File: config.mk
export PLATFORM = sky130hd
export DESIGN_NAME = priority_task_scheduler
export DESIGN_NICKNAME = d
export VERILOG_FILES = /design/src/design/pts_pkg.sv /design/src/design/priority_task_scheduler.sv
export SDC_FILE = /design/constraint.sdc
export NUM_CORES = 1
export LEC_CHECK = 0
export BUFFER_PORTS_ARGS = -buffer_cell sky130_fd_sc_hd__buf_4
export CORE_UTILIZATION = 38
export DETAILED_ROUTE_END_ITERATION = 8
export GPL_ROUTABILITY_DRIVEN = 0
export PLACE_DENSITY = 0.55
export SLEW_MARGIN = 20
export SYNTH_ARGS = -nofsm -noshare
export SYNTH_HDL_FRONTEND = slang
export SYNTH_SLANG_ARGS = --single-unit
export TNS_END_PERCENT = 100
File: constraint.sdc
create_clock -name clk_i -period 9.25 [get_ports clk_i]
set_clock_uncertainty 0.15 [all_clocks]
set_input_delay 1.85 -clock clk_i [delete_from_list [all_inputs] [get_ports clk_i]]
set_output_delay 1.85 -clock clk_i [all_outputs]
set_load 0.02 [all_outputs]
File: src/design/pts_pkg.sv
// Package for the priority task scheduler.
// Holds the operation codes, the sequencer states and the ready-mask search.
// No dependencies.
package pts_pkg;

  localparam int unsigned MaskW  = 8;
  localparam int unsigned PrioW  = 4;
  localparam int unsigned TicksW = 32;

  // Running thread value when nothing has been scheduled yet
  localparam logic [PrioW-1:0] NoThread = 4'd15;

  typedef enum logic [1:0] {
    OP_TICK     = 2'd0,
    OP_DELAY    = 2'd1,
    OP_START    = 2'd2,
    OP_SCHEDULE = 2'd3
  } opcode_e;

  typedef enum logic {
    S_IDLE,
    S_TICK
  } state_e;

  // Highest set bit of the mask as a priority (bit p-1 is priority p), 0 if empty
  function automatic logic [PrioW-1:0] highest_ready(input logic [MaskW-1:0] mask);
    logic [PrioW-1:0] prio;
    prio = '0;
    for (int i = 0; i < MaskW; i++) begin
      if (mask[i]) begin
        prio = PrioW'(i + 1);
      end
    end
    return prio;
  endfunction

endpackage

File: src/design/priority_task_scheduler.sv
// Top level of the priority task scheduler.
// Depends on pts_pkg for opcodes, sequencer states and the ready-mask search.

// Bitmap scheduler: a thread is named by its priority 1..THREAD_COUNT, 0 is
// idle. Each input beat carries one operation, with the opcode in
// s_axis_tuser, and yields exactly one result beat. Start, delay and schedule
// are resolved in the accept cycle and their result is valid on the next
// cycle. A tick walks the per-thread timeout counters one thread per cycle
// through a single shared decrementer, and its result is valid once the
// walk has passed the last thread. The input is ready again once the result
// beat has been taken. No clearing pass is needed after reset.
module priority_task_scheduler #(
  parameter int unsigned THREAD_COUNT = 8
) (
  input  logic        clk_i,
  input  logic        rst_ni,

  input  logic        s_axis_tvalid,
  output logic        s_axis_tready,
  // [3:0] priority_req, [35:4] delay_ticks, [39:36] zero
  input  logic [39:0] s_axis_tdata,
  // [1:0] opcode
  input  logic [1:0]  s_axis_tuser,

  output logic        m_axis_tvalid,
  input  logic        m_axis_tready,
  // [3:0] next_thread, [4] switch_request, [12:5] ready_bits,
  // [20:13] delayed_bits, [21] start_error, [23:22] zero
  output logic [23:0] m_axis_tdata
);

  localparam int unsigned MaskW  = pts_pkg::MaskW;
  localparam int unsigned PrioW  = pts_pkg::PrioW;
  localparam int unsigned TicksW = pts_pkg::TicksW;
  localparam int unsigned IdxW   = (THREAD_COUNT > 1) ? $clog2(THREAD_COUNT) : 1;
  localparam logic [PrioW-1:0] ThreadCnt = PrioW'(THREAD_COUNT);
  localparam logic [IdxW-1:0]  LastIdx   = IdxW'(THREAD_COUNT - 1);

  pts_pkg::state_e state_q, state_d;

  logic [MaskW-1:0]  ready_q, ready_d;
  logic [MaskW-1:0]  delay_q, delay_d;
  logic [PrioW-1:0]  cur_q, cur_d;
  logic [IdxW-1:0]   idx_q, idx_d;
  logic [TicksW-1:0] tmo_q [THREAD_COUNT];

  logic              out_valid_q, out_valid_d;
  logic [PrioW-1:0]  out_next_q, out_next_d;
  logic              out_switch_q, out_switch_d;
  logic              out_err_q, out_err_d;
  logic [MaskW-1:0]  out_ready_q, out_ready_d;
  logic [MaskW-1:0]  out_delay_q, out_delay_d;

  pts_pkg::opcode_e  op;
  logic [PrioW-1:0]  prio_req;
  logic [TicksW-1:0] ticks;
  logic              in_beat;
  logic              out_beat;

  logic              cur_real;
  logic [IdxW-1:0]   cur_idx;
  logic [MaskW-1:0]  cur_bit;
  logic [IdxW-1:0]   req_idx;
  logic [MaskW-1:0]  req_bit;
  logic [MaskW-1:0]  walk_bit;
  logic              walk_hit;
  logic [TicksW-1:0] walk_cnt;
  logic              walk_expire;
  logic [TicksW-1:0] walk_dec;
  logic              tmo_we;
  logic [IdxW-1:0]   tmo_waddr;
  logic [TicksW-1:0] tmo_wdata;
  logic [PrioW-1:0]  sched_next;
  logic [MaskW-1:0]  sched_mask;

  assign op       = pts_pkg::opcode_e'(s_axis_tuser);
  assign prio_req = s_axis_tdata[3:0];
  assign ticks    = s_axis_tdata[35:4];

  assign s_axis_tready = (state_q == pts_pkg::S_IDLE) && !out_valid_q;
  assign in_beat       = s_axis_tvalid && s_axis_tready;
  assign out_beat      = out_valid_q && m_axis_tready;

  assign m_axis_tvalid = out_valid_q;
  assign m_axis_tdata  = {2'b00, out_err_q, out_delay_q, out_ready_q, out_switch_q, out_next_q};

  // Thread selects; priority p lives at index p-1
  assign cur_real = (cur_q != '0) && (cur_q <= ThreadCnt);
  assign cur_idx  = IdxW'(cur_q - PrioW'(1));
  assign cur_bit  = MaskW'(1) << cur_idx;
  assign req_idx  = IdxW'(prio_req - PrioW'(1));
  assign req_bit  = MaskW'(1) << req_idx;

  // Shared saturating decrementer for the tick walk
  assign walk_bit    = MaskW'(1) << idx_q;
  assign walk_hit    = (delay_q & walk_bit) != '0;
  assign walk_cnt    = tmo_q[idx_q];
  assign walk_expire = walk_cnt <= TicksW'(1);
  assign walk_dec    = walk_expire ? '0 : walk_cnt - TicksW'(1);

  // Next state
  always_comb begin
    state_d = state_q;
    idx_d   = idx_q;
    unique case (state_q)
      pts_pkg::S_IDLE: begin
        if (in_beat && op == pts_pkg::OP_TICK) begin
          state_d = pts_pkg::S_TICK;
          idx_d   = '0;
        end
      end
      pts_pkg::S_TICK: begin
        idx_d = idx_q + IdxW'(1);
        if (idx_q == LastIdx) begin
          state_d = pts_pkg::S_IDLE;
        end
      end
      default: state_d = pts_pkg::S_IDLE;
    endcase
  end

  // Datapath and result
  always_comb begin
    ready_d      = ready_q;
    delay_d      = delay_q;
    cur_d        = cur_q;
    out_valid_d  = out_valid_q && !out_beat;
    out_next_d   = out_next_q;
    out_switch_d = out_switch_q;
    out_err_d    = out_err_q;
    out_ready_d  = out_ready_q;
    out_delay_d  = out_delay_q;
    tmo_we       = 1'b0;
    tmo_waddr    = idx_q;
    tmo_wdata    = walk_dec;
    sched_mask   = ready_q;
    sched_next   = pts_pkg::highest_ready(sched_mask);

    unique case (state_q)
      pts_pkg::S_IDLE: begin
        if (in_beat) begin
          out_next_d   = '0;
          out_switch_d = 1'b0;
          out_err_d    = 1'b0;
          case (op)
            pts_pkg::OP_DELAY: begin
              if (cur_real) begin
                tmo_we     = 1'b1;
                tmo_waddr  = cur_idx;
                tmo_wdata  = ticks;
                sched_mask = ready_q & ~cur_bit;
                delay_d    = delay_q | cur_bit;
              end
              sched_next   = pts_pkg::highest_ready(sched_mask);
              ready_d      = sched_mask;
              cur_d        = sched_next;
              out_next_d   = sched_next;
              out_switch_d = sched_next != cur_q;
            end
            pts_pkg::OP_START: begin
              if (prio_req > ThreadCnt) begin
                out_err_d = 1'b1;
              end else if (prio_req != '0) begin
                ready_d = ready_q | req_bit;
                delay_d = delay_q & ~req_bit;
              end
            end
            pts_pkg::OP_SCHEDULE: begin
              cur_d        = sched_next;
              out_next_d   = sched_next;
              out_switch_d = sched_next != cur_q;
            end
            default: ;
          endcase
          // tick results are loaded when the walk ends
          if (op != pts_pkg::OP_TICK) begin
            out_valid_d = 1'b1;
            out_ready_d = ready_d;
            out_delay_d = delay_d;
          end
        end
      end
      pts_pkg::S_TICK: begin
        if (walk_hit) begin
          tmo_we = 1'b1;
          if (walk_expire) begin
            ready_d = ready_q | walk_bit;
            delay_d = delay_q & ~walk_bit;
          end
        end
        if (idx_q == LastIdx) begin
          out_valid_d = 1'b1;
          out_ready_d = ready_d;
          out_delay_d = delay_d;
        end
      end
      default: ;
    endcase
  end

  always_ff @(posedge clk_i or negedge rst_ni) begin
    if (!rst_ni) begin
      state_q     <= pts_pkg::S_IDLE;
      idx_q       <= '0;
      ready_q     <= '0;
      delay_q     <= '0;
      cur_q       <= pts_pkg::NoThread;
      out_valid_q <= 1'b0;
    end else begin
      state_q     <= state_d;
      idx_q       <= idx_d;
      ready_q     <= ready_d;
      delay_q     <= delay_d;
      cur_q       <= cur_d;
      out_valid_q <= out_valid_d;
    end
  end

  always_ff @(posedge clk_i) begin
    out_next_q   <= out_next_d;
    out_switch_q <= out_switch_d;
    out_err_q    <= out_err_d;
    out_ready_q  <= out_ready_d;
    out_delay_q  <= out_delay_d;
  end

  // Timeout counters: one write port, shared by delay and the tick walk
  always_ff @(posedge clk_i) begin
    if (tmo_we) begin
      tmo_q[tmo_waddr] <= tmo_wdata;
    end
  end

endmodule

==> results by stage, run 1 <==
Die:
- For this configuration, the core starts out at a cell density of 0.387.
- The floorplan has between 60 and 70 rows.
- The width of the chip is slightly below 200 microns.
- The I/O pin count is 72.
- The floorplan step set the die height to 193 microns.
- In this run the standard cell core region covers between 30000 and 40000 sq um.
- The die outline area is between 30000 and 40000 sq um.

STA:
- Dividing the final minimum period by the clock period gives 0.543.
- The aggregate negative setup slack is 0 ns.
- The final-report hold violation count is 0.
- Headroom to the max-slew limit came out at 0.342.
- Setup repair after global routing left no endpoint under its margin.
- The final max-slew violation count is 0.
- The slew at the pin closest to its max-slew limit is 0.975 ns.
- The total setup violations reported at the end of the flow is 0.
- The final critical delay including setup and external delays is 5.02 ns.
- The maximum clock frequency is between 0.15 and 0.2 GHz.

Clock network:
- Clock-pin slew was measured on the worst setup and hold paths at about 0.060 ns.
- The post-cts repair resize count is 0.
- The CTS tree is done.
- The H-tree was split into 2 levels.
- The latest clock arrival within the worst-skew pair is 0.54 ns.
- The number of clock sinks is slightly above 300.
- The cell sitting at the root of the clock tree is a sky130_fd_sc_hd__clkbuf_16.
- The number of buffers between clock root and the deepest sink is 3.
- The number of clock buffers inserted by TritonCTS is 35.
- The number of buffers inserted for hold repair after clock tree synthesis is 0.
- Post-CTS timing repair inserted 0 buffers for setup.

Job:
- The reported max-cap violation count is 0.

GRT:
- The initial antenna violation count is 0.
- The global-route wire length before repair is about 51 mm.
- Across every metal layer, demand over resource in global routing totals 0.185.
- The number of global-route vias before repair is between 8000 and 9000.
- The largest net degree at the start of global routing is 51.
- The total global routing overflow is 0.

Pwr:
- The part of the power in the clock network is 0.249.
- VDD sags by at most about 0.00017 V.
- The share of power burned in combinational logic is 0.354.
- The final total power is 5440 uW.
- The internal power is roughly 3500 uW.
- The analysis attributes to cell leakage a power of roughly 0.0054 uW.
- Of the total power, registers draw 0.397.
- The power density of the placed cells is 340 nW/um^2.
- The switching fraction of total power is 0.348.
- The reported net switching power is between 1500 and 2000 uW.

Critical path:
- The reg-to-reg critical path startpoint is idx_q[2].
- The end of the worst register-to-register path is tmo_q[3][21].
- The maximum fanout along the worst path is 47.
- Data on the critical path arrives at its endpoint at 5.12 ns.
- The launch point of the critical path is idx_q[2].
- The critical path in this run is classified as flop to flop.
- The critical path capture point is tmo_q[3][21].
- For flop-to-flop paths, the worst setup slack is 4.23 ns.
- The worst setup path is captured at a flop.
- The critical path data required time is between 9 and 10 ns.
- The worst setup path is launched from a flop.
- The count of cells along the worst register-to-register path is 10.

Logic synthesis:
- By area the synthesized netlist is led by sky130_fd_sc_hd__edfxtp_1 60%, sky130_fd_sc_hd__mux4_2 10%, sky130_fd_sc_hd__dfrtp_1 3.8%.
- The distinct cell type count of the synthesized netlist is 72.
- The share of Yosys cell area claimed by the top area cell type is 0.603.
- By count the netlist is led by 278 x sky130_fd_sc_hd__edfxtp_1, 64 x sky130_fd_sc_hd__mux4_2, 64 x sky130_fd_sc_hd__nand2_1, 41 x sky130_fd_sc_hd__nor2_1, 30 x sky130_fd_sc_hd__mux2i_1.
- In this run the cell area of the synthesized design comes to 13800 sq um.
- The leading register cell type out of synthesis is sky130_fd_sc_hd__edfxtp_1.
- Counting flops with a built-in enable in the synthesized netlist gives 278.
- In the post-synthesis netlist, the cell with the most instances is sky130_fd_sc_hd__edfxtp_1.
- The synthesized design contains around 300 register bits.
- The share of synthesized area occupied by flip-flops and latches is 0.649.
- The cell count after synthesis came out at approximately 900.
- The synthesized area divided by synthesized cell count is about 15 sq um.
- The synthesis warning total is 0.
- Of all cell types, the one taking the most synthesized area is sky130_fd_sc_hd__edfxtp_1.
- Of all flip-flops after synthesis, the portion carrying an async set or reset was 0.0825.

Route:
- The post-route DRC violation count is 14.
- In this run the remaining antenna-violating nets after routing total 0.
- For this block, the initial DRC count from the detailed router was approximately 640.
- The first detailed-routing pass took 7 iterations.
- In the final routed layout, each cell accounts on average for between 20 and 25 microns.
- The routed layout has 8201 vias.
- After detailed routing, the total wire length is about 33 mm.
- The detail-routed via count per cell is between 5 and 6.

Cells and area:
- The repair_antennas step left the layout with diodes totalling 0.
- The ratio of cells with drive above 1 in the final layout is 0.230.
- The number of nets in the finished design is 1034.
- From synthesis to final layout, the design area changed by 15.4%.

Outcome:
- The final reports fail on DRC.
- The flow ran to the end, but the final reports show violations.

Place:
- Summed over all nets, the half-perimeter wirelength after detailed placement is 19.2 mm.
- The total of buffers placed on input and output ports is 65.

Hold path:
- The path category of the worst min-delay check is flop to flop.
[flip-flops by register name, summed over array words and instances, names as in the netlist, 3 cells and up]
| register | flops |
|---|---|
| tmo_q | 256 |
| out_ready_q | 8 |
| idx_q | 3 |
| delay_q | 8 |
| cur_q | 4 |
| out_next_q | 4 |
| ready_q | 8 |
| out_delay_q | 8 |
[per-stage QoR]
step	setup WS [ns]	instances	util	hold WS, ns	instance area [sq um]
2_1_floorplan	4.03	902	-	0.371	13800
3_3_place_gp	3.85	1394	0.416	0.371	14900
3_5_place_dp	3.82	1394	0.416	0.379	14900
4_1_cts	4.22	1455	0.447	0.392	16000
5_1_grt	3.97	1455	0.447	0.404	16000
6_report	4.23	1455	0.447	0.375	16000
[per-layer routing]
metal  up-vias  track usage  part of all wire
met4         0       0.0627             0.026
met5         -            0                 0
met3        56       0.0293             0.047
met1      4169        0.240              0.43
met2       257        0.315              0.50
li1       3719            -                 -
[area by class of cell]
cell class	instances	area [sq um]
Sequential cell	303	8980
Multi-Input combinational cell	521	4570
Inverter	25	93.8
Clock inverter	17	195
Clock buffer	44	920
Tap cell	461	577
Fill cell	3256	19800
Timing Repair Buffer	84	631
[how the worst min path moves through the flow]
stage	cells past startpoint	end	startpoint	slack (ns)
floorplan	2	cur_q[3]	cur_q[3]	0.37
global placement	1	m_axis_tvalid	m_axis_tvalid	0.37
detailed placement	1	m_axis_tvalid	m_axis_tvalid	0.38
CTS	1	m_axis_tvalid	m_axis_tvalid	0.39
global route	1	m_axis_tvalid	m_axis_tvalid	0.40
finish	1	m_axis_tvalid	m_axis_tvalid	0.38
[power by group through the flow]
stage,registers (uW),logic (uW),clock network [uW]
final,2160,1920,1350
after global routing,2180,2110,1440
after CTS,2160,1940,1380
after detailed placement,2190,1930,0
after global placement,2180,1900,0
after floorplan,2140,1440,0
[worst max-delay path, stage by stage, from the launching register on]
cell and delay [ns]:
sky130_fd_sc_hd__dfrtp_4 0.90, sky130_fd_sc_hd__buf_4 0.52, sky130_fd_sc_hd__mux4_2 0.36, sky130_fd_sc_hd__mux2i_1 0.37, sky130_fd_sc_hd__nand4_2 0.31, sky130_fd_sc_hd__nor2_2 0.60, sky130_fd_sc_hd__and4_1 0.38, sky130_fd_sc_hd__buf_4 0.33
sky130_fd_sc_hd__nor2_2 0.16, sky130_fd_sc_hd__buf_4 0.28, sky130_fd_sc_hd__a22o_1 0.31
[placed cells by master, fill, tap and decap left out, types with 16 or more instances in the layout]
cell type,count
sky130_fd_sc_hd__a21oi_1,24
sky130_fd_sc_hd__a22o_1,23
sky130_fd_sc_hd__a31oi_1,19
sky130_fd_sc_hd__buf_4,84
sky130_fd_sc_hd__clkbuf_16,35
sky130_fd_sc_hd__dfrtp_1,18
sky130_fd_sc_hd__edfxtp_1,278
sky130_fd_sc_hd__ha_1,18
sky130_fd_sc_hd__inv_1,20
sky130_fd_sc_hd__mux2i_1,30
sky130_fd_sc_hd__mux4_2,64
sky130_fd_sc_hd__nand2_1,64
sky130_fd_sc_hd__nand3_1,26
sky130_fd_sc_hd__nor2_1,32
sky130_fd_sc_hd__o21ai_0,21
sky130_fd_sc_hd__xor2_1,16
[logic make-up (layout without fill, tap and decap cells)]
family | after synthesis | count (layout) | share of synthesized area
compound gates | 173 | 173 | 0.0848
xor+xnor | 31 | 31 | 0.0196
fa+ha+maj | 18 | 18 | 0.0163
buf+inv | 78 | 170 | 0.0265
flops | 303 | 303 | 0.649
mux | 100 | 100 | 0.133
other cells | 1 | 2 | 0.000271
simple gates | 197 | 197 | 0.0715
No activity file was read; power rests on OpenSTA's default activity.
==> run 2, diff against run 1 <==
clock period = 4.9 ns   (was 9.25 ns; I/O delays follow)
==> run 2 against run 1 <==
Effect of this change: the run still ends with DRC left; die area unchanged; combinational power is 110% higher; final area is 2.0% higher; fmax grew 24%; hold slack got worse by 0.14 ns; first-iteration DRC count increased by 18%; via count grew 1.9%; count of clock-buffer cells in the layout unchanged; power rose by 90%; flip-flop and latch count unchanged; global-route usage fell by 0.067 points; critical endpoint is now out_delay_q[7]; highest routed layer unchanged.
==> results by stage, run 2 (same netlist as run 1, synthesis figures left out) <==
Clock network:
- The number of clock sinks is 303 (unchanged).
- The number of setup buffers added after CTS is 0 (unchanged).
- The clock edge transition at the registers on the reported setup and hold paths is 0.06 ns (about the same).
- TritonCTS built the clock tree.
- The latest clock arrival within the worst-skew pair is 0.52 ns (-0.02 ns).
- The number of clock buffers inserted by TritonCTS was 34 (-2.9%).
- The number of buffers inserted for hold repair after clock tree synthesis was 0 (unchanged).
- Clock tree synthesis selected as its root buffer the cell sky130_fd_sc_hd__clkbuf_16.
- The post-cts repair resize count is 0 (unchanged).
- The number of buffers between clock root and the deepest sink came to 3 (unchanged).
- The depth of the CTS H-tree is 2 (unchanged).

Cells and area:
- The filler-free cell count of the finished design is 1491 (+2.5%).
- The register with the most flip-flops in the final layout is tmo_q.
- Leaving out fill and tap cells, the most frequent cells in the layout are 278 x sky130_fd_sc_hd__edfxtp_1, 112 x sky130_fd_sc_hd__buf_4, 64 x sky130_fd_sc_hd__mux4_2, 64 x sky130_fd_sc_hd__nand2_1, 35 x sky130_fd_sc_hd__clkbuf_16.
- The number of flip-flops in the largest register is 256 (unchanged).
- The number of nets in the finished design is 1072 (+3.7%).
- The core utilization of the finished layout came to 0.456 (+0.00896).
- The multi-input logic area is 4570 sq um (unchanged).
- The area growth from synthesis to layout is 17.7%.
- The layout filler cell count came to 3177 (-2.4%).
- The footprint of the flip-flops and latches is 8980 sq um (unchanged).
- The ratio of cells with drive above 1 in the final layout is 0.254 (+0.0240).
- The number of inserted diodes is 0 (unchanged).
- The library cell used most frequently in the layout, excluding fill and tap cells, is sky130_fd_sc_hd__edfxtp_1.

Die:
- The I/O pin count is 72 (unchanged).
- The width of the chip came to 193 microns (unchanged).
- The die boundary height is 193 microns (unchanged).
- The starting density of the core came to 0.387 (unchanged).
- The floorplan core area was 35700 sq um (unchanged).
- The number of placement rows is 69 (unchanged).
- The die outline area is 37200 sq um (unchanged).

Critical path:
- In this run the critical register-to-register path is launched from idx_q[1].
- The maximum fanout along the worst path came to 12 (-74%).
- The count of cells along the worst register-to-register path is 10 (unchanged).
- The worst setup path is launched from a flop.
- The startpoint-to-endpoint class of the critical path is flop to flop.
- The critical path data required time is 5.00 ns (-4.35 ns).
- The slowest stage of the critical path is the sky130_fd_sc_hd__dfrtp_2 cell.
- The worst setup path is captured at a flop.
- The worst setup slack for register-to-register paths was 0.87 ns (-3.36 ns).
- The largest stage delay on the critical path is 0.54 ns (-0.36 ns).
- The endpoint arrival time on the critical path is 4.14 ns (-0.98 ns).
- The worst register-to-register path ends at out_delay_q[7].
- The number of buffers and inverters on the critical path is 3 (unchanged).
- The cell family contributing the most delay on the critical path is simple AND/OR/NAND/NOR gates.
- Traced cell by cell, the critical path runs through buf_4 > mux4_2 > mux2i_1 > and4_1 > and4_1 > and4_1 > buf_4 > buf_4 > a21oi_1 > or2_1.

GRT:
- The total routing resource utilization after global routing is 0.184 (-0.000667).
- In this run the most used layer during global routing was met2.
- The met3 track demand over resource in global routing is 0.0269 (-0.00236).
- The largest net degree at the start of global routing is 35 (-31%).
- The number of global-route vias before repair is 8641 (+2.2%).
- The global-route wire length before repair came to 50.8 mm (about the same).
- The met1 track demand over resource is 0.244 (+0.00470).
- The met2 track utilization from global routing came to 0.310 (-0.00538).
- The initial antenna violation count is 0 (unchanged).
- The total global routing overflow is 0 (unchanged).

Hold path:
- The path category of the worst min-delay check is input port to asynchronous set/reset pin.

Route:
- The final routed wire length divided by cell count came to 22.3 microns (-2.9%).
- The detail-routed via count per cell is 5.60 (-0.59%).
- The detailed-route wire length is 33.2 mm (-0.46%).
- The first-pass iteration count of the detailed router is 7 (unchanged).
- The first-iteration detailed-routing DRC count was 752 (+18%).
- The number of vias in the routed layout came to 8354 (+1.9%).
- The post-route DRC violation count is 14 (unchanged).
- The number of routed nets with antenna violations is 0 (unchanged).

STA:
- The headroom to the max-slew limit is 0.359 (+0.0172).
- The post-route clock period utilization was 0.823 (+0.281).
- The final max-slew violation count is 0 (unchanged).
- The maximum clock frequency is 0.248 GHz (+24%).
- The final critical delay including setup and external delays is 4.03 ns (-0.986 ns).
- The total setup violations reported at the end of the flow is 0 (unchanged).
- The setup slack of the critical path after layout is 0.866 ns (-3.36 ns).
- The slew at the pin closest to its max-slew limit is 0.955 ns (-0.0199 ns).
- The final-report hold violation count is 0 (unchanged).
- The aggregate negative setup slack is 0 ns (unchanged).
- Setup repair after global routing left no endpoint under its margin.

Pwr:
- The maximum resistive drop on vdd is 0.000278 V (+66%).
- The cell leakage power is 0.00557 uW (+3.1%).
- The power density of the placed cells is 634 nW/um^2 (+86%).
- The final total power was 10300 uW (+90%).

Place:
- The cell count after placement is 1433 (+2.8%).
- The pre-CTS setup slack came to 0.849 ns (-2.97 ns).
- The total half-perimeter wirelength after legalization and detailed placement is 20.6 mm (+7.3%).
- The total of buffers placed on input and output ports is 65 (unchanged).

Outcome:
- The flow ran to the end, but the final reports show violations.
- The checks that failed: DRC.

Job:
- The reported max-cap violation count is 0 (unchanged).
run 2: report_power, final:
group / internal [uW] / switching, uW / leakage (uW)
Combinational: 1630 / 2340 / 0.00226
Sequential: 3810 / 244 / 0.00283
Clock: 1320 / 985 / 0.000486
run 2: worst max-delay path by stage:
stage,start,endpoint,slack (ns),depth (start not counted)
finish,idx_q[1],out_delay_q[7],0.87,10
global route,idx_q[1],tmo_q[4][23],0.65,9
CTS,idx_q[0],out_delay_q[7],0.83,11
detailed placement,idx_q[0],out_delay_q[7],0.85,11
global placement,idx_q[0],out_delay_q[7],0.86,11
floorplan,idx_q[0],tmo_q[0][0],0.35,12
run 2: layout make-up:
type	count	share of cell area
clock buffer	44	0.0565
inverter	25	0.00576
sequential	303	0.552
multi-input combinational	521	0.280
clock inverter	14	0.00522
tap	461	0.0354
timing repair buffer	123	0.0651
run 2: worst reg2reg max path: cells and delay by family, from the launching register on:
kind / cells / cell delay (ns)
simple gates: 4 / 1.32
mux: 2 / 0.90
buf+inv: 3 / 0.78
flops: 1 / 0.54
compound gates: 1 / 0.08
run 2: routing by layer:
metal,part of all wire,up-vias
li1,-,3800
met1,0.43,4215
met2,0.49,270
met3,0.053,69
met4,0.025,0
met5,0,-
run 2: per-stage QoR:
step | hold slack, ns | area, sq um
6_report | 0.235 | 16300
3_3_place_gp | 0.376 | 15300
4_1_cts | 0.226 | 16300
2_1_floorplan | 0.371 | 13800
5_1_grt | 0.243 | 16300
3_5_place_dp | 0.392 | 15300
==> run 3, diff against run 2 <==
clock period = 4.2 ns   (was 4.9 ns; I/O delays follow)
==> run 3 against run 2 <==
Effect of this change: the flow still finishes with violations (DRC); worst setup slack worse by 0.65 ns; power up 18%; first-iteration DRC count up 3.3%; core utilization up 0.17 points; critical endpoint is now out_delay_q[0].
==> results by stage, run 3 (same netlist as run 1, synthesis figures left out) <==
Clock network:
- The number of clock sinks is 303 (unchanged).
- The clock edge transition at the registers on the reported setup and hold paths is 0.06 ns (about the same).
- The number of setup buffers added after CTS is 0 (unchanged).
- The post-cts repair resize count is 0 (unchanged).
- The number of buffers inserted for hold repair after clock tree synthesis was 0 (unchanged).
- The number of clock buffers inserted by TritonCTS is 35 (+2.9%).
- The latest clock arrival within the worst-skew pair is 0.52 ns (about the same).
- The CTS tree is done.
- The number of buffers between clock root and the deepest sink is 3 (unchanged).
- The root buffer selected by CTS is sky130_fd_sc_hd__clkbuf_16.
- The depth of the CTS H-tree is 2 (unchanged).

STA:
- The aggregate negative setup slack is 0 ns (unchanged).
- The final max-slew violation count came to 0 (unchanged).
- The maximum clock frequency came to 0.251 GHz (+1.3%).
- The final-report hold violation count is 0 (unchanged).
- The post-route clock period utilization is 0.948 (+0.124).
- The final critical delay including setup and external delays came to 3.98 ns (-0.0535 ns).
- The slew at the pin closest to its max-slew limit is 0.933 ns (-0.0213 ns).
- The headroom to the max-slew limit came to 0.378 (+0.0187).
- The total setup violations reported at the end of the flow is 0 (unchanged).
- Setup repair after global routing left no endpoint under its margin.

Critical path:
- The signal on the critical path passes through buf_12 > mux4_2 > mux2i_1 > nand4_2 > nor4_4 > and4_1 > buf_4 > nand3_1 > o21a_1.
- The startpoint-to-endpoint class of the critical path is flop to flop.
- The worst setup path is captured at a flop.
- The worst setup path is launched from a flop.
- The largest individual stage delay along the critical path comes from the cell sky130_fd_sc_hd__dfrtp_4.
- The count of cells along the worst register-to-register path is 9 (-1).
- The endpoint arrival time on the critical path was 4.09 ns (-0.05 ns).
- The worst setup slack for register-to-register paths is 0.22 ns (-0.65 ns).
- The critical path data required time was 4.31 ns (-0.69 ns).
- The largest stage delay on the critical path is 0.65 ns (+0.11 ns).
- The maximum fanout along the worst path was 31 (+19).

Die:
- The width of the chip is 193 microns (unchanged).
- The starting density of the core came to 0.387 (unchanged).
- The die boundary height is 193 microns (unchanged).
- The die outline area came to 37200 sq um (unchanged).
- The floorplan core area came to 35700 sq um (unchanged).
- The number of placement rows is 69 (unchanged).
- The I/O pin count is 72 (unchanged).

Outcome:
- The checks that failed: DRC.
- The run finished, with violations left.

Pwr:
- The cell leakage power came to 0.00559 uW (+0.34%).
- The power density of the placed cells is 746 nW/um^2 (+18%).
- The maximum resistive drop on vdd is 0.000392 V (+41%).

Cells and area:
- The number of inserted diodes is 0 (unchanged).
- The number of nets in the finished design is 1065 (-0.65%).
- The layout-stage area growth over the synthesis result is 18.1%.
- The library cell used most frequently in the layout, excluding fill and tap cells, is sky130_fd_sc_hd__edfxtp_1.
- The footprint of the flip-flops and latches is 8980 sq um (unchanged).
- The ratio of cells with drive above 1 in the final layout is 0.253 (-0.00145).
- The layout filler cell count is 3174 (-0.094%).
- The final design area excluding fillers is 16400 sq um (+0.38%).
- In the layout the commonest cells are 278 x sky130_fd_sc_hd__edfxtp_1, 102 x sky130_fd_sc_hd__buf_4, 64 x sky130_fd_sc_hd__mux4_2, 64 x sky130_fd_sc_hd__nand2_1, 36 x sky130_fd_sc_hd__clkbuf_16.
- The multi-input logic area was 4570 sq um (unchanged).
- The largest register by flop count is tmo_q.
- The number of flip-flops in the largest register is 256 (unchanged).

Route:
- The first-pass iteration count of the detailed router is 8 (+1).
- The first-iteration detailed-routing DRC count is 777 (+3.3%).
- The detail-routed via count per cell is 5.66 (+0.99%).
- The number of vias in the routed layout is 8425 (+0.85%).
- The number of routed nets with antenna violations is 0 (unchanged).
- The final routed wire length divided by cell count was 22.4 microns (+0.86%).
- The detailed-route wire length is 33.4 mm (+0.72%).
- The post-route DRC violation count came to 15 (+1).

GRT:
- The total global routing overflow was 0 (unchanged).
- The largest net degree at the start of global routing is 40 (+14%).
- The number of global-route vias before repair was 8516 (-1.4%).
- The initial antenna violation count is 0 (unchanged).
- The global-route wire length before repair is 50.8 mm (about the same).
- The total routing resource utilization after global routing is 0.184 (about the same).

Place:
- The total half-perimeter wirelength after legalization and detailed placement is 20.5 mm (-0.29%).
- The total of buffers placed on input and output ports is 65 (unchanged).
- The placed instance area is 15300 sq um (-0.23%).

Hold path:
- The min-delay analysis places its worst path in the category input port to asynchronous set/reset pin.

Job:
- The reported max-cap violation count came to 0 (unchanged).
==> run 3: changes by cell type in the layout (fill, tap and decap cells not counted) <==
cell and change:
sky130_fd_sc_hd__buf_4 -10, sky130_fd_sc_hd__clkbuf_16 +1, sky130_fd_sc_hd__clkinv_1 -3, sky130_fd_sc_hd__clkinv_4 +1, sky130_fd_sc_hd__clkbuf_1 +3, sky130_fd_sc_hd__clkinv_2 +2, sky130_fd_sc_hd__clkinv_8 -1, sky130_fd_sc_hd__inv_6 +1
sky130_fd_sc_hd__buf_12 +2, sky130_fd_sc_hd__bufinv_16 +2
==> run 3: cell type report <==
type                            count  area share
Inverter                           25     0.00574
Sequential cell                   303       0.549
Multi-Input combinational cell    521       0.279
Timing Repair Buffer              115      0.0627
Tap cell                          461      0.0353
Clock buffer                       48      0.0585
Clock inverter                     16     0.00888
==> run 3: per-stage QoR <==
step	power (uW)	hold slack, ns	setup slack (ns)	std cells	util
global placement	9300	0.367	0.258	1425	0.427
floorplan	7870	0.371	-0.353	902	-
finish	12200	0.0907	0.219	1489	0.458
global route	12800	0.114	0.0425	1489	0.458
detailed placement	9380	0.380	0.226	1425	0.427
CTS	12300	0.0843	0.187	1489	0.458
==> run 3: worst paths after layout <==
kind | start | to
worst min-delay path | rst_ni | delay_q[7]
max in group asynchronous | rst_ni | cur_q[0]
worst min register to register | m_axis_tvalid | m_axis_tvalid
worst max-delay path | idx_q[2] | out_delay_q[0]
min in group clk_i | m_axis_tvalid | m_axis_tvalid
worst max register to register | idx_q[2] | out_delay_q[0]
==> run 3: routing by layer <==
metal,wire [microns],global-route usage
met5,0,0
met4,878,0.0566
met3,1800,0.0273
met2,16200,0.305
met1,14600,0.250
==> run 3: worst max-delay path, delay by kind of cell, from the launching register on <==
kind            cells  cell delay [ns]
simple gates        4             1.36
flops               1             0.65
mux                 2             0.65
buf+inv             2             0.55
compound gates      1             0.31
==> run 3: report_power, final <==
group	switching, uW	internal (uW)	total [uW]	leakage [uW]
Clock	1180	1730	2910	0.000535
Combinational	2720	1840	4550	0.00223
Sequential	291	4450	4740	0.00283
